--- config.mk ---
export PLATFORM = sky130hd
export DESIGN_NAME = onewire_temperature_read_master_flat
export DESIGN_NICKNAME = d
export VERILOG_FILES = /design/src/owtr_pkg.sv /design/src/owtr_tick_if.sv /design/src/owtr_result_if.sv /design/src/owtr_cfg_regs.sv /design/src/owtr_sequencer.sv /design/src/owtr_out_buf.sv /design/src/onewire_temperature_read_master.sv /design/src/flat_wrapper.sv
export VERILOG_INCLUDE_DIRS = /design/src /design/src/src
export SDC_FILE = /design/constraint.sdc
export NUM_CORES = 1
export LEC_CHECK = 0
export BUFFER_PORTS_ARGS = -buffer_cell sky130_fd_sc_hd__buf_2
export CORE_MARGIN = 4
export CORE_UTILIZATION = 35
export DETAILED_ROUTE_END_ITERATION = 8
export PLACE_DENSITY = 0.6
export SYNTH_ARGS = -nofsm -noshare
export SYNTH_HDL_FRONTEND = slang
export SYNTH_SLANG_ARGS = --single-unit
--- constraint.sdc ---
create_clock -name clk -period 5.9 [get_ports clk]
set_input_delay 1.475 -clock clk [delete_from_list [all_inputs] [get_ports clk]]
set_output_delay 1.475 -clock clk [all_outputs]
set_load 0.005 [all_outputs]
--- src/onewire_temperature_read_master_macros.svh ---
// assertion macros shared by the temperature read master
`ifndef ONEWIRE_TEMPERATURE_READ_MASTER_MACROS_SVH
`define ONEWIRE_TEMPERATURE_READ_MASTER_MACROS_SVH

`ifndef SYNTH

`define OWTR_ASSERT_ALWAYS(label, clk, rst, cond) \
  label: assert property (@(posedge clk) disable iff (rst) (cond)) \
    else $error("owtr check failed");

`define OWTR_ASSERT_IMPLIES(label, clk, rst, ante, cons) \
  label: assert property (@(posedge clk) disable iff (rst) (ante) |-> (cons)) \
    else $error("owtr check failed");

`else

`define OWTR_ASSERT_ALWAYS(label, clk, rst, cond)

`define OWTR_ASSERT_IMPLIES(label, clk, rst, ante, cons)

`endif

`endif

--- src/owtr_pkg.sv ---
// shared types and constants of the 1-wire temperature read master
`timescale 1ns / 1ps

package owtr_pkg;

  localparam int COUNTER_WIDTH_DEF = 16;
  localparam int READ_BITS_DEF     = 16;

  localparam int DUR_W     = 16;
  localparam int PADDR_W   = 5;
  localparam int REG_IDX_W = 3;
  localparam int PDATA_W   = 32;
  localparam int TEMP_W    = 15;
  localparam int RAW_W     = 16;

  // register indexes
  localparam logic [REG_IDX_W-1:0] REG_RESET_LOW     = 3'd0;
  localparam logic [REG_IDX_W-1:0] REG_RESET_RELEASE = 3'd1;
  localparam logic [REG_IDX_W-1:0] REG_SLOT_START    = 3'd2;
  localparam logic [REG_IDX_W-1:0] REG_WRITE_SLOT    = 3'd3;
  localparam logic [REG_IDX_W-1:0] REG_READ_SAMPLE   = 3'd4;
  localparam logic [REG_IDX_W-1:0] REG_READ_RECOVERY = 3'd5;
  localparam logic [REG_IDX_W-1:0] REG_CONVERT_WAIT  = 3'd6;

  localparam logic [DUR_W-1:0] RESET_LOW_RST     = 16'd500;
  localparam logic [DUR_W-1:0] RESET_RELEASE_RST = 16'd500;
  localparam logic [DUR_W-1:0] SLOT_START_RST    = 16'd2;
  localparam logic [DUR_W-1:0] WRITE_SLOT_RST    = 16'd60;
  localparam logic [DUR_W-1:0] READ_SAMPLE_RST   = 16'd8;
  localparam logic [DUR_W-1:0] READ_RECOVERY_RST = 16'd120;
  localparam logic [DUR_W-1:0] CONVERT_WAIT_RST  = 16'd100;

  // bus commands
  localparam logic [7:0] CMD_SKIP_ROM     = 8'hCC;
  localparam logic [7:0] CMD_CONVERT      = 8'h44;
  localparam logic [7:0] CMD_READ_SCRATCH = 8'hBE;

  typedef struct packed {
    logic [DUR_W-1:0] reset_low_ticks;
    logic [DUR_W-1:0] reset_release_ticks;
    logic [DUR_W-1:0] slot_start_ticks;
    logic [DUR_W-1:0] write_slot_ticks;
    logic [DUR_W-1:0] read_sample_ticks;
    logic [DUR_W-1:0] read_recovery_ticks;
    logic [DUR_W-1:0] convert_wait_ticks;
  } owtr_cfg_t;

  typedef struct packed {
    logic              drive_enable;
    logic              drive_level;
    logic              busy_res;
    logic              done_res;
    logic [TEMP_W-1:0] temperature_eighths;
  } owtr_result_t;

endpackage

--- src/owtr_tick_if.sv ---
// input channel: one bus tick per item
`timescale 1ns / 1ps

interface owtr_tick_if;
  logic valid;
  logic ready;
  logic start_req;
  logic line_level;

  modport source (output valid, output start_req, output line_level, input ready);
  modport sink (input valid, input start_req, input line_level, output ready);
endinterface

--- src/owtr_result_if.sv ---
// output channel: bus drive and status per tick
`timescale 1ns / 1ps

interface owtr_result_if;
  logic                     valid;
  logic                     ready;
  logic                     drive_enable;
  logic                     drive_level;
  logic                     busy_res;
  logic                     done_res;
  logic [owtr_pkg::TEMP_W-1:0] temperature_eighths;

  modport source (output valid, output drive_enable, output drive_level, output busy_res,
                  output done_res, output temperature_eighths, input ready);
  modport sink (input valid, input drive_enable, input drive_level, input busy_res,
                input done_res, input temperature_eighths, output ready);
endinterface

--- src/owtr_cfg_regs.sv ---
// apb register file holding the bus timing durations
`timescale 1ns / 1ps

module owtr_cfg_regs (
  input  logic                         clk,
  input  logic                         rst,
  input  logic                         psel,
  input  logic                         penable,
  input  logic                         pwrite,
  input  logic [owtr_pkg::PADDR_W-1:0] paddr,
  input  logic [owtr_pkg::PDATA_W-1:0] pwdata,
  output logic [owtr_pkg::PDATA_W-1:0] prdata,
  output logic                         pready,
  output owtr_pkg::owtr_cfg_t          cfg
);

  logic                           wr_en;
  logic [owtr_pkg::REG_IDX_W-1:0] reg_idx;
  logic [owtr_pkg::DUR_W-1:0]     rd_val;
  logic [owtr_pkg::DUR_W-1:0]     wr_val;

  assign pready  = 1'b1;
  assign wr_en   = psel & penable & pwrite;
  assign reg_idx = paddr[owtr_pkg::PADDR_W-1:2];
  assign wr_val  = pwdata[owtr_pkg::DUR_W-1:0];

  always_ff @(posedge clk) begin
    if (rst) begin
      cfg.reset_low_ticks     <= owtr_pkg::RESET_LOW_RST;
      cfg.reset_release_ticks <= owtr_pkg::RESET_RELEASE_RST;
      cfg.slot_start_ticks    <= owtr_pkg::SLOT_START_RST;
      cfg.write_slot_ticks    <= owtr_pkg::WRITE_SLOT_RST;
      cfg.read_sample_ticks   <= owtr_pkg::READ_SAMPLE_RST;
      cfg.read_recovery_ticks <= owtr_pkg::READ_RECOVERY_RST;
      cfg.convert_wait_ticks  <= owtr_pkg::CONVERT_WAIT_RST;
    end else if (wr_en) begin
      case (reg_idx)
        owtr_pkg::REG_RESET_LOW:     cfg.reset_low_ticks     <= wr_val;
        owtr_pkg::REG_RESET_RELEASE: cfg.reset_release_ticks <= wr_val;
        owtr_pkg::REG_SLOT_START:    cfg.slot_start_ticks    <= wr_val;
        owtr_pkg::REG_WRITE_SLOT:    cfg.write_slot_ticks    <= wr_val;
        owtr_pkg::REG_READ_SAMPLE:   cfg.read_sample_ticks   <= wr_val;
        owtr_pkg::REG_READ_RECOVERY: cfg.read_recovery_ticks <= wr_val;
        owtr_pkg::REG_CONVERT_WAIT:  cfg.convert_wait_ticks  <= wr_val;
        default: ;
      endcase
    end
  end

  always_comb begin
    case (reg_idx)
      owtr_pkg::REG_RESET_LOW:     rd_val = cfg.reset_low_ticks;
      owtr_pkg::REG_RESET_RELEASE: rd_val = cfg.reset_release_ticks;
      owtr_pkg::REG_SLOT_START:    rd_val = cfg.slot_start_ticks;
      owtr_pkg::REG_WRITE_SLOT:    rd_val = cfg.write_slot_ticks;
      owtr_pkg::REG_READ_SAMPLE:   rd_val = cfg.read_sample_ticks;
      owtr_pkg::REG_READ_RECOVERY: rd_val = cfg.read_recovery_ticks;
      owtr_pkg::REG_CONVERT_WAIT:  rd_val = cfg.convert_wait_ticks;
      default:                     rd_val = '0;
    endcase
  end

  assign prdata = owtr_pkg::PDATA_W'(rd_val);

endmodule

--- src/owtr_sequencer.sv ---
// bus sequencer: one state step per accepted tick
`timescale 1ns / 1ps
`include "onewire_temperature_read_master_macros.svh"

module owtr_sequencer #(
  parameter int COUNTER_WIDTH = owtr_pkg::COUNTER_WIDTH_DEF,
  parameter int READ_BITS     = owtr_pkg::READ_BITS_DEF
) (
  input  logic                   clk,
  input  logic                   rst,
  input  logic                   step,
  input  logic                   start_req,
  input  logic                   line_level,
  input  owtr_pkg::owtr_cfg_t    cfg,
  output owtr_pkg::owtr_result_t res
);

  localparam int CMP_W = ((COUNTER_WIDTH > owtr_pkg::DUR_W) ? COUNTER_WIDTH
                                                           : owtr_pkg::DUR_W) + 1;

  localparam logic [4:0] PH_IDLE = 5'd0;
  localparam logic [4:0] PH_R1L  = 5'd1;
  localparam logic [4:0] PH_R1R  = 5'd2;
  localparam logic [4:0] PH_WA_L = 5'd3;
  localparam logic [4:0] PH_WA_H = 5'd4;
  localparam logic [4:0] PH_WB_L = 5'd5;
  localparam logic [4:0] PH_WB_H = 5'd6;
  localparam logic [4:0] PH_CONV = 5'd7;
  localparam logic [4:0] PH_R2L  = 5'd8;
  localparam logic [4:0] PH_R2R  = 5'd9;
  localparam logic [4:0] PH_WC_L = 5'd10;
  localparam logic [4:0] PH_WC_H = 5'd11;
  localparam logic [4:0] PH_WD_L = 5'd12;
  localparam logic [4:0] PH_WD_H = 5'd13;
  localparam logic [4:0] PH_RD_L = 5'd14;
  localparam logic [4:0] PH_RD_W = 5'd15;
  localparam logic [4:0] PH_RD_R = 5'd16;

  logic [4:0]                    phase, phase_cur, phase_next;
  logic [COUNTER_WIDTH-1:0]      tick_count, tick_cur, tick_next;
  logic [3:0]                    bit_count, bit_count_next;
  logic [7:0]                    command_shift, command_shift_next;
  logic [owtr_pkg::RAW_W-1:0]    raw_shift, raw_shift_next;
  logic [owtr_pkg::TEMP_W-1:0]   held_temperature, held_temperature_next;
  logic [owtr_pkg::DUR_W-1:0]    dur;
  logic [CMP_W-1:0]              tick_inc;
  logic                          last;
  logic                          busy;
  logic                          drv_en, drv_lvl, done;

  // idle or a stray code: a start makes this tick the first reset-low tick
  always_comb begin
    phase_cur = phase;
    tick_cur  = tick_count;
    if (phase == PH_IDLE || phase > PH_RD_R) begin
      phase_cur = PH_IDLE;
      if (start_req) begin
        phase_cur = PH_R1L;
        tick_cur  = '0;
      end
    end
  end

  always_comb begin
    case (phase_cur)
      PH_R1L, PH_R2L:                            dur = cfg.reset_low_ticks;
      PH_R1R, PH_R2R:                            dur = cfg.reset_release_ticks;
      PH_WA_L, PH_WB_L, PH_WC_L, PH_WD_L, PH_RD_L: dur = cfg.slot_start_ticks;
      PH_WA_H, PH_WB_H, PH_WC_H, PH_WD_H:        dur = cfg.write_slot_ticks;
      PH_RD_W:                                   dur = cfg.read_sample_ticks;
      PH_RD_R:                                   dur = cfg.read_recovery_ticks;
      default:                                   dur = cfg.convert_wait_ticks;
    endcase
  end

  // a zero duration acts as one tick; an all-ones count ends the phase (saturation)
  assign tick_inc = CMP_W'(tick_cur) + CMP_W'(1);
  assign last     = (tick_inc >= CMP_W'(dur)) || (&tick_cur);
  assign busy     = (phase_cur != PH_IDLE);

  always_comb begin
    drv_en  = 1'b0;
    drv_lvl = 1'b1;
    case (phase_cur)
      PH_R1L, PH_R2L, PH_WA_L, PH_WB_L, PH_WC_L, PH_WD_L, PH_RD_L: begin
        drv_en  = 1'b1;
        drv_lvl = 1'b0;
      end
      PH_WA_H, PH_WB_H, PH_WC_H, PH_WD_H: begin
        drv_en  = 1'b1;
        drv_lvl = command_shift[0];
      end
      default: ;
    endcase
  end

  always_comb begin
    phase_next            = phase_cur;
    tick_next             = tick_cur;
    bit_count_next        = bit_count;
    command_shift_next    = command_shift;
    raw_shift_next        = raw_shift;
    held_temperature_next = held_temperature;
    done                  = 1'b0;
    if (busy) begin
      tick_next = tick_inc[COUNTER_WIDTH-1:0];
      if (phase_cur == PH_RD_W && last) begin
        // sampled bit enters at the top, then the whole word moves down
        raw_shift_next = {1'b0, line_level | raw_shift[owtr_pkg::RAW_W-1],
                          raw_shift[owtr_pkg::RAW_W-2:1]};
      end
      if (last) begin
        tick_next = '0;
        case (phase_cur)
          PH_R1R: begin
            phase_next         = PH_WA_L;
            command_shift_next = owtr_pkg::CMD_SKIP_ROM;
            bit_count_next     = '0;
          end
          PH_R2R: begin
            phase_next         = PH_WC_L;
            command_shift_next = owtr_pkg::CMD_SKIP_ROM;
            bit_count_next     = '0;
          end
          PH_WA_H, PH_WB_H, PH_WC_H, PH_WD_H: begin
            command_shift_next = {1'b0, command_shift[7:1]};
            if (bit_count >= 4'd7) begin
              case (phase_cur)
                PH_WA_H: begin
                  phase_next         = PH_WB_L;
                  command_shift_next = owtr_pkg::CMD_CONVERT;
                  bit_count_next     = '0;
                end
                PH_WC_H: begin
                  phase_next         = PH_WD_L;
                  command_shift_next = owtr_pkg::CMD_READ_SCRATCH;
                  bit_count_next     = '0;
                end
                PH_WB_H: phase_next = PH_CONV;
                default: begin
                  phase_next     = PH_RD_L;
                  bit_count_next = '0;
                  raw_shift_next = '0;
                end
              endcase
            end else begin
              bit_count_next = bit_count + 4'd1;
              phase_next     = phase_cur - 5'd1;
            end
          end
          PH_RD_R: begin
            if (bit_count >= 4'(READ_BITS - 1)) begin
              held_temperature_next = raw_shift[owtr_pkg::TEMP_W-1:0];
              done                  = 1'b1;
              phase_next            = PH_IDLE;
            end else begin
              bit_count_next = bit_count + 4'd1;
              phase_next     = PH_RD_L;
            end
          end
          default: phase_next = phase_cur + 5'd1;
        endcase
      end
    end
  end

  always_ff @(posedge clk) begin
    if (rst) begin
      phase            <= PH_IDLE;
      tick_count       <= '0;
      bit_count        <= '0;
      command_shift    <= '0;
      raw_shift        <= '0;
      held_temperature <= '0;
    end else if (step) begin
      phase            <= phase_next;
      tick_count       <= tick_next;
      bit_count        <= bit_count_next;
      command_shift    <= command_shift_next;
      raw_shift        <= raw_shift_next;
      held_temperature <= held_temperature_next;
    end
  end

  assign res.drive_enable        = drv_en;
  assign res.drive_level         = drv_lvl;
  assign res.busy_res            = busy;
  assign res.done_res            = done;
  assign res.temperature_eighths = held_temperature_next;

  `OWTR_ASSERT_ALWAYS(a_phase_known, clk, rst, phase <= PH_RD_R)
  `OWTR_ASSERT_IMPLIES(a_done_from_recovery, clk, rst, step && done,
                       phase == PH_RD_R && busy)
  `OWTR_ASSERT_IMPLIES(a_write_bits_in_byte, clk, rst,
                       phase == PH_WA_H || phase == PH_WB_H || phase == PH_WC_H ||
                       phase == PH_WD_H, bit_count <= 4'd7)

endmodule

--- src/owtr_out_buf.sv ---
// two-entry result buffer so one stalled result does not block the next tick
`timescale 1ns / 1ps
`include "onewire_temperature_read_master_macros.svh"

module owtr_out_buf (
  input  logic                   clk,
  input  logic                   rst,
  input  logic                   push,
  output logic                   push_ready,
  input  owtr_pkg::owtr_result_t push_data,
  output logic                   out_valid,
  input  logic                   out_ready,
  output owtr_pkg::owtr_result_t out_data
);

  owtr_pkg::owtr_result_t skid_data;
  logic                   skid_valid;
  logic                   pop;

  assign pop        = out_valid & out_ready;
  assign push_ready = ~skid_valid;

  always_ff @(posedge clk) begin
    if (rst) begin
      out_valid  <= 1'b0;
      skid_valid <= 1'b0;
    end else if (skid_valid) begin
      if (pop) begin
        skid_valid <= 1'b0;
      end
    end else if (push) begin
      if (out_valid && !pop) begin
        skid_valid <= 1'b1;
      end else begin
        out_valid <= 1'b1;
      end
    end else if (pop) begin
      out_valid <= 1'b0;
    end
  end

  always_ff @(posedge clk) begin
    if (skid_valid) begin
      if (pop) begin
        out_data <= skid_data;
      end
    end else if (push) begin
      if (out_valid && !pop) begin
        skid_data <= push_data;
      end else begin
        out_data <= push_data;
      end
    end
  end

  `OWTR_ASSERT_ALWAYS(a_skid_behind_head, clk, rst, !skid_valid || out_valid)
  `OWTR_ASSERT_IMPLIES(a_skid_holds, clk, rst, skid_valid && !out_ready,
                       ##1 skid_valid && $stable(skid_data))
  `OWTR_ASSERT_IMPLIES(a_no_push_when_full, clk, rst, skid_valid, !push)

endmodule

--- src/onewire_temperature_read_master.sv ---
// top level of the 1-wire temperature read master
//
//   port group   dir   items
//   tick         in    start_req, line_level: one bus tick per item
//   result       out   drive_enable, drive_level, busy_res, done_res, temperature_eighths
//   apb          in    seven 16-bit timing registers at byte address 4*i
//
// one tick item per clock while tick.ready is high; each item gives one result item, registered in the output buffer
// the sequencer state update is a single pass of logic from its state registers
// a two-entry output buffer keeps ticks flowing while one result waits
// rst is synchronous: idle sequence, zero reading, timing registers at defaults
// tick.ready drops only when both buffer entries hold results
`timescale 1ns / 1ps

module onewire_temperature_read_master #(
  parameter int COUNTER_WIDTH = owtr_pkg::COUNTER_WIDTH_DEF,
  parameter int READ_BITS     = owtr_pkg::READ_BITS_DEF
) (
  input  logic                         clk,
  input  logic                         rst,
  owtr_tick_if.sink                    tick,
  owtr_result_if.source                result,
  input  logic                         psel,
  input  logic                         penable,
  input  logic                         pwrite,
  input  logic [owtr_pkg::PADDR_W-1:0] paddr,
  input  logic [owtr_pkg::PDATA_W-1:0] pwdata,
  output logic [owtr_pkg::PDATA_W-1:0] prdata,
  output logic                         pready
);

  owtr_pkg::owtr_cfg_t    cfg;
  owtr_pkg::owtr_result_t seq_res;
  owtr_pkg::owtr_result_t buf_data;
  logic                   step;
  logic                   buf_ready;

  assign tick.ready = buf_ready;
  assign step       = tick.valid & buf_ready;

  owtr_cfg_regs u_cfg (
    .clk     (clk),
    .rst     (rst),
    .psel    (psel),
    .penable (penable),
    .pwrite  (pwrite),
    .paddr   (paddr),
    .pwdata  (pwdata),
    .prdata  (prdata),
    .pready  (pready),
    .cfg     (cfg)
  );

  owtr_sequencer #(
    .COUNTER_WIDTH (COUNTER_WIDTH),
    .READ_BITS     (READ_BITS)
  ) u_seq (
    .clk        (clk),
    .rst        (rst),
    .step       (step),
    .start_req  (tick.start_req),
    .line_level (tick.line_level),
    .cfg        (cfg),
    .res        (seq_res)
  );

  owtr_out_buf u_buf (
    .clk        (clk),
    .rst        (rst),
    .push       (step),
    .push_ready (buf_ready),
    .push_data  (seq_res),
    .out_valid  (result.valid),
    .out_ready  (result.ready),
    .out_data   (buf_data)
  );

  assign result.drive_enable        = buf_data.drive_enable;
  assign result.drive_level         = buf_data.drive_level;
  assign result.busy_res            = buf_data.busy_res;
  assign result.done_res            = buf_data.done_res;
  assign result.temperature_eighths = buf_data.temperature_eighths;

endmodule

--- src/flat_wrapper.sv ---
// flat-port wrapper written by rule: the top's interface ports become plain ports
module onewire_temperature_read_master_flat 
#(
  parameter int COUNTER_WIDTH = owtr_pkg::COUNTER_WIDTH_DEF,
  parameter int READ_BITS     = owtr_pkg::READ_BITS_DEF
)
  (clk, rst, psel, penable, pwrite, paddr, pwdata, prdata, pready, tick_valid, tick_start_req, tick_line_level, tick_ready, result_valid, result_drive_enable, result_drive_level, result_busy_res, result_done_res, result_temperature_eighths, result_ready);
  owtr_tick_if tick_i ();
  owtr_result_if result_i ();
  input  logic clk;
  input  logic rst;
  input  logic psel;
  input  logic penable;
  input  logic pwrite;
  input  logic [owtr_pkg::PADDR_W-1:0] paddr;
  input  logic [owtr_pkg::PDATA_W-1:0] pwdata;
  output logic [owtr_pkg::PDATA_W-1:0] prdata;
  output logic pready;
  input wire logic [$bits(tick_i.valid)-1:0] tick_valid;
  input wire logic [$bits(tick_i.start_req)-1:0] tick_start_req;
  input wire logic [$bits(tick_i.line_level)-1:0] tick_line_level;
  output wire logic [$bits(tick_i.ready)-1:0] tick_ready;
  output wire logic [$bits(result_i.valid)-1:0] result_valid;
  output wire logic [$bits(result_i.drive_enable)-1:0] result_drive_enable;
  output wire logic [$bits(result_i.drive_level)-1:0] result_drive_level;
  output wire logic [$bits(result_i.busy_res)-1:0] result_busy_res;
  output wire logic [$bits(result_i.done_res)-1:0] result_done_res;
  output wire logic [$bits(result_i.temperature_eighths)-1:0] result_temperature_eighths;
  input wire logic [$bits(result_i.ready)-1:0] result_ready;
  assign tick_i.valid = tick_valid;
  assign tick_i.start_req = tick_start_req;
  assign tick_i.line_level = tick_line_level;
  assign tick_ready = tick_i.ready;
  assign result_valid = result_i.valid;
  assign result_drive_enable = result_i.drive_enable;
  assign result_drive_level = result_i.drive_level;
  assign result_busy_res = result_i.busy_res;
  assign result_done_res = result_i.done_res;
  assign result_temperature_eighths = result_i.temperature_eighths;
  assign result_i.ready = result_ready;
  onewire_temperature_read_master #(.COUNTER_WIDTH(COUNTER_WIDTH), .READ_BITS(READ_BITS)) u_core (.clk(clk), .rst(rst), .tick(tick_i), .result(result_i), .psel(psel), .penable(penable), .pwrite(pwrite), .paddr(paddr), .pwdata(pwdata), .prdata(prdata), .pready(pready));
endmodule
==> out/metrics.cfg, run 1 <==
[place]
dp_hpwl_mm=21.2
dp_cells=1706
dp_slack_ns=-0.00773
io_buffers=64
gp_congestion=0.882

[synth]
synthTopCellsByArea=dfxtp_1 (33%), nand2_1 (11%), edfxtp_1 (10%), a21oi_1 (6.3%), mux2_2 (4.1%)
synth_top_area_share_pct=32.6
synth_flop_cell=dfxtp_1
syn_area_per_cell_um2=8.43
synth_cell_types=78
yosys.area.top_type=dfxtp_1
synth-seq-cells=216
yosysWarnings=0
syn_inst=1297
synth.yosys.seq_area_share_pct=43.0
synth.cell_area_mm2=0.0109
async_flop_share_pct=0
synth-edff-count=38
synth.most_common_cell=nand2_1
synth_common_cells=nand2_1 (332), dfxtp_1 (178), a21oi_1 (137), nand3_1 (70), clkbuf_1 (68)

[clock_tree]
root_buffer=clkbuf_16
cts_tree=done
clock_latency_ns=0.52
post-cts-setup-buffers=0
cts-resized-gates=0
cts_buffers=24
clockBufferDepth=3
htreeDepth=1
numClockSinks=216
hold_buffers=0
clkTransAtPathRegs_ns=0.06

[detailed_routing]
num_vias=9798
antenna_left=0
avgRoutedWirePerCell_um=19.1
drc=0
drtIter0Drc=1076
finalWirelength_mm=33.4
firstDrtPassIters=7
via_per_inst=5.61

[power_and_ir_drop]
ir_drop_v=0.000234
power.total_mw=4.16
p_leak_nw=4.68
powerDensity_mw_per_mm2=333

[floorplan]
die_h_um=185
rows=64
core-area_mm2=0.0307
fp.dieW_um=185
io_pins=100
initial_core_util_pct=35.6
fp.dieArea_mm2=0.0341

[worst_setup_path]
slowest_stage=dfxtp_1
critPathRequiredTime_ns=6.17
cp.arrival_ns=5.87
crit_type=flop to flop
crit_path_start_kind=flop
crit_fanout=17
regToRegSetupSlack_ns=0.31
path_cells=nor4_1 > ha_1 > buf_4 > and2_1 > a21oi_2 > a32o_1 > or3_1 > a211oi_4 > buf_12 > mux2i_1 > ha_1 > and3_1 > a221o_1 > a311o_2 > o21ai_2 > buf_12 > mux2_2 > mux2_2
end_kind=flop
max_stage_delay_ns=0.55

[grt]
grt_pass1_wl_mm=52.4
grt_use_total_pct=19.1
grt_pass1_vias=9314
grt_max_degree=80
grt.overflow.total=0
antenna_found_initial=0

[timing]
setup_tns_ns=0
worst_slew_margin_rel_pct=22.6
post-route-min-period_ns=5.59
fin_ws_ns=0.306
finalCritPeriodShare_pct=94.8
hold_viol=0
maxSlewViolCount=0
setup_viol=0
grt_setup_unrepaired=false
hold_slack_ns=0.469
tightest_slew_ns=1.16
fin_skew_ns=0.00942
max_clock_freq_mhz=179

[final_layout]
final_cells=1748
antenna-diode-count=0
layout-drive-gt1-share_pct=16.5
nets=1402
area_growth_pct=14.2

[outcome]
status=finished clean

[flow_run]
maxCapViolations=0

[min_path]
hold_path_class=flop to flop

-- critical path, delay by kind of cell, from the launching register on --
kind	cells	cell delay (ns)
compound gates	6	1.51
mux	3	1.07
simple gates	4	0.85
fa+ha+maj	2	0.76
buf+inv	3	0.59
flops	1	0.55
-- per-layer routing --
layer / part of all wire, % / track usage, %
met1: 43 / 26.2
met2: 47 / 31.7
met3: 8.0 / 2.73
met4: 2.5 / 5.37
met5: 0 / 0
-- per-stage QoR --
stage	cell area, um^2	utilization (%)
2_1_floorplan	11000	-
3_3_place_gp	11700	38.0
3_5_place_dp	11700	38.0
4_1_cts	12500	40.6
5_1_grt	12500	40.6
6_report	12500	40.6
-- cells in the final DEF (no fill, tap or decap), types with 6 or more instances in the layout --
cell type,count
mux4_2,10
ha_1,20
and3_1,13
nor4_1,6
nand3_1,70
o21ai_0,43
xnor2_1,10
nor3_1,11
conb_1,17
a21oi_1,136
a222oi_1,16
inv_1,9
nand4_1,11
mux2i_1,29
clkbuf_16,25
xor2_1,7
nor2_1,55
nand2_1,332
dfxtp_1,178
a22oi_1,6
mux2_2,40
a221o_1,17
nor2b_1,10
edfxtp_1,38
o22ai_1,14
a32oi_1,7
buf_2,63
clkinv_2,6
buf_4,41
-- cell type report --
| type | count | area (um^2) |
|---|---|---|
| Fill cell | 3158 | 18300 |
| Multi-Input combinational cell | 976 | 5770 |
| Sequential cell | 216 | 4700 |
| Clock buffer | 31 | 688 |
| Timing Repair Buffer | 107 | 683 |
| Tap cell | 396 | 495 |
| Clock inverter | 11 | 106 |
| Inverter | 11 | 41.3 |
-- sequential cells by signal, indices dropped and copies added, names as in the netlist, 4 cells and up --
register,cells
u_core.u_buf.out_data,19
u_core.u_buf.skid_data,19
u_core.u_seq.phase,5
u_core.u_seq.bit_count,4
u_core.u_cfg.cfg,112
u_core.u_seq.command_shift,8
u_core.u_seq.tick_count,16
u_core.u_seq.raw_shift,16
u_core.u_seq.held_temperature,15
-- cell families after synthesis --
kind of cell / synth area share (%)
AOI/OAI and AO/OA: 17.4
xor gates and xnor gates: 1.36
adders and majority gates: 2.29
buffers and inverters: 5.12
DFF: 43.0
muxes: 8.93
other: 0.0687
and+or+nand+nor: 21.8
-- path summary, 6_finish.rpt --
kind	startpoint	endpoint	cells past startpoint
worst min register to register	u_core.u_cfg.cfg[77]	u_core.u_cfg.cfg[77]	2
worst min-delay path	u_core.u_cfg.cfg[77]	u_core.u_cfg.cfg[77]	2
worst max register to register	u_core.u_seq.phase[3]	u_core.u_buf.out_data[13]	18
worst max-delay path	u_core.u_seq.phase[3]	u_core.u_buf.out_data[13]	18
-- where the power goes --
group	total [mW]	switching (mW)	leakage, nW	internal (mW)
logic	1.06	0.677	2.51	0.382
registers	1.58	0.0256	1.78	1.55
clock network	1.52	0.612	0.398	0.904
total	4.16	1.32	4.68	2.84
No activity file was read; power rests on OpenSTA's default activity.
==> run 2: changes to the inputs <==
ABC_AREA = 1   (was unset)
PLACE_DENSITY = 0.59   (was 0.6)
==> run 2 against run 1 <==
Via count rose by 8.9%. Sequential cell count unchanged. Largest cell class unchanged. Synthesized cell count increased by 23%. Critical endpoint is now u_core.u_buf.out_data[12]. Clock skew rose by 0.0085 ns.
==> out/metrics.cfg, run 2 <==
[detailed_routing]
antenna_left=0  ; unchanged
via_per_inst=5.09  ; -9.1%
drtIter0Drc=888  ; -17%
finalWirelength_mm=33.5  ; +0.27%
firstDrtPassIters=5  ; -2
num_vias=10672  ; +8.9%
avgRoutedWirePerCell_um=16.0  ; -16%
drc=0  ; unchanged

[synth]
synth_flop_cell=dfxtp_1
synthTopCellsByArea=dfxtp_1 (31%), nand2_1 (12%), edfxtp_1 (10%), nor2_1 (7.1%), o21ai_0 (6.4%)
yosysWarnings=0  ; unchanged
synth-edff-count=38  ; unchanged
synth-seq-cells=216  ; unchanged
yosys.area.top_type=dfxtp_1
syn_area_per_cell_um2=7.14  ; -15%
syn_inst=1589  ; +23%
synth.yosys.seq_area_share_pct=41.4  ; -1.6 points
synth_common_cells=nand2_1 (362), nor2_1 (214), dfxtp_1 (178), o21ai_0 (146), inv_1 (145)
synth_top_area_share_pct=31.4  ; -1.2 points
synth.most_common_cell=nand2_1
async_flop_share_pct=0  ; unchanged
synth_cell_types=52  ; -33%
synth.cell_area_mm2=0.0114  ; +3.8%

[timing]
tightest_slew_ns=0.948  ; -0.213 ns
setup_tns_ns=0  ; unchanged
max_clock_freq_mhz=194  ; +8.4%
maxSlewViolCount=0  ; unchanged
post-route-min-period_ns=5.16  ; -0.433 ns
worst_slew_margin_rel_pct=36.8  ; +14 points
finalCritPeriodShare_pct=87.5  ; -7.3 points
hold_viol=0  ; unchanged
setup_viol=0  ; unchanged
fin_ws_ns=0.739  ; +0.433 ns
fin_skew_ns=0.0179  ; +0.00851 ns
grt_setup_unrepaired=false

[final_layout]
final_common_cell=nand2_1
final_cells=2095  ; +20%
regMostFlops=u_core.u_cfg.cfg
area_growth_pct=14.5
largest_reg_flops=112  ; unchanged
mostFrequentLayoutCells=nand2_1 (362), nor2_1 (211), dfxtp_1 (178), o21ai_0 (146), inv_1 (144)
nets=1706  ; +22%
layout-drive-gt1-share_pct=12.8  ; -3.7 points
finalCoreUtilization_pct=40.9  ; +0.25 points
antenna-diode-count=0  ; unchanged
top_regs=u_core.u_cfg.cfg (112), u_core.u_buf.out_data (19), u_core.u_buf.skid_data (19)

[clock_tree]
hold_buffers=0  ; unchanged
cts_buffers=26  ; +8.3%
root_buffer=clkbuf_16
cts-resized-gates=0  ; unchanged
numClockSinks=216  ; unchanged
cts_tree=done
clock_latency_ns=0.53  ; about the same
post-cts-setup-buffers=0  ; unchanged
clockBufferDepth=3  ; unchanged
clkTransAtPathRegs_ns=0.06  ; about the same
htreeDepth=1  ; unchanged

[worst_setup_path]
crit_path_start_kind=flop
end_kind=flop
r2r_end=u_core.u_buf.out_data[12]
crit_fanout=47  ; +30
cp-startpoint=u_core.u_seq.phase[0]
cp.arrival_ns=5.56  ; -0.31 ns
crit_type=flop to flop
reg2reg_depth=27  ; +9
critPathRequiredTime_ns=6.30  ; +0.13 ns
rr_startpoint=u_core.u_seq.phase[0]
regToRegSetupSlack_ns=0.74  ; +0.43 ns

[floorplan]
core-area_mm2=0.0318  ; +3.4%
fp.dieW_um=188  ; +1.8%
rows=65  ; +1.6%
die_h_um=188  ; +1.8%
io_pins=100  ; unchanged
initial_core_util_pct=35.7  ; +0.12 points
fp.dieArea_mm2=0.0354  ; +3.6%

[power_and_ir_drop]
p_seq_share_pct=27.1  ; -11 points
swShare_pct=43.1  ; +11 points
combPwrFrac_pct=46.0  ; +21 points
power.switching_mw=2.62  ; +99%
powerDensity_mw_per_mm2=468  ; +41%
ir_drop_v=0.000385  ; +65%
pwr-share-clk_pct=26.8  ; -9.7 points
internal-power_mw=3.46  ; +22%
p_leak_nw=5.61  ; +20%

[grt]
grt.overflow.total=0  ; unchanged
grt_use_total_pct=18.2  ; -0.89 points
grt_pass1_vias=9895  ; +6.2%
grt_pass1_wl_mm=53.4  ; +2.0%
grt_max_degree=77  ; -3.8%
antenna_found_initial=1  ; +1

[place]
dp_hpwl_mm=21.8  ; +3.2%
gp_congestion=0.891  ; +1.0%
dp_cells=2047  ; +20%
dp_slack_ns=0.444  ; +0.452 ns
io_buffers=64  ; unchanged

[min_path]
min_from=u_core.u_seq.command_shift[5]
holdPathEnd=u_core.u_seq.command_shift[5]
hold_depth=2  ; unchanged
hold_path_class=flop to flop

[outcome]
status=finished clean

[flow_run]
maxCapViolations=0  ; unchanged

[run 2: cell count changes after synthesis, sizes merged, moves of 13 or more]
cell | before | now
a222oi | 16 | 0
nor2 | 60 | 224
clkbuf | 68 | 55
nand2 | 332 | 376
mux2i | 29 | 0
inv | 11 | 161
a221o | 17 | 0
o211ai | 1 | 24
a21oi | 139 | 96
mux2 | 41 | 0
o21ai | 45 | 171
a221oi | 3 | 17
[run 2: how the worst max path moves through the flow]
stage                           endpoint  slack, ns  cells after the start
2_1_floorplan   u_core.u_buf.out_data[7]       1.45                     27
3_3_place_gp   u_core.u_buf.out_data[14]       0.49                     24
3_5_place_dp   u_core.u_buf.out_data[12]       0.44                     25
4_1_cts        u_core.u_buf.out_data[12]       0.79                     27
5_1_grt        u_core.u_buf.out_data[11]       0.28                     27
6_report       u_core.u_buf.out_data[12]       0.74                     27
[run 2: metrics by stage]
| step | power, mW | hold WS [ns] | area, um^2 |
|---|---|---|---|
| 6_report | 6.08 | 0.444 | 13000 |
| 3_5_place_dp | 4.47 | 0.432 | 12100 |
| 5_1_grt | 6.51 | 0.474 | 13000 |
| 2_1_floorplan | 3.53 | 0.421 | 11400 |
| 3_3_place_gp | 4.44 | 0.431 | 12100 |
| 4_1_cts | 6.11 | 0.443 | 13000 |
[run 2: cells by family (layout without fill, tap and decap cells)]
logic type	Yosys count	count (layout)	share of synthesized area [%]
simple gates	717	717	26.8
compound gates	364	364	18.9
buf+inv	255	311	9.47
flops	216	216	41.4
fa+ha+maj	20	20	2.20
xor+xnor	15	15	1.16
other cells	2	17	0.0662
[run 2: critical path, cell delays in order (launching register included)]
cell,delay (ns)
dfxtp_1,0.36
nor4_1,0.32
ha_1,0.31
inv_1,0.11
nand2_1,0.16
nor2_1,0.13
inv_1,0.09
nor3_1,0.29
ha_1,0.69
buf_4,0.27
a22oi_1,0.08
o21ai_0,0.09
a21oi_1,0.06
nand4_1,0.12
nand2_1,0.12
ha_1,0.32
nand2_1,0.07
inv_1,0.03
nand2_1,0.08
nor2_1,0.06
a31oi_1,0.31
nand3_4,0.20
nand2_2,0.12
buf_12,0.25
nand2_1,0.11
o21ai_1,0.13
nand2_1,0.07
nand2_1,0.06
[run 2: final cells by class]
| cell class | count | area [um^2] |
|---|---|---|
| Fill cell | 3288 | 18800 |
| Clock inverter | 6 | 62.6 |
| Sequential cell | 216 | 4700 |
| Tap cell | 435 | 544 |
| Timing Repair Buffer | 100 | 616 |
| Multi-Input combinational cell | 1133 | 5640 |
| Inverter | 163 | 614 |
| Clock buffer | 42 | 822 |
[run 2: per-layer routing]
metal / share of wire [%] / global-route usage, % / vias up
li1: - / - / 5347
met1: 45 / 25.3 / 4936
met2: 45 / 29.6 / 325
met3: 7.7 / 3.52 / 62
met4: 2.1 / 4.04 / 2
met5: 0.045 / 0 / -
[run 2: power by group through the flow]
stage          logic (mW)  clock network (mW)  registers [mW]
5_1_grt              3.12                1.73            1.66
3_5_place_dp         2.79                   0            1.68
2_1_floorplan        1.86                   0            1.68
6_report             2.80                1.63            1.65
4_1_cts              2.79                1.67            1.65
3_3_place_gp         2.76                   0            1.68
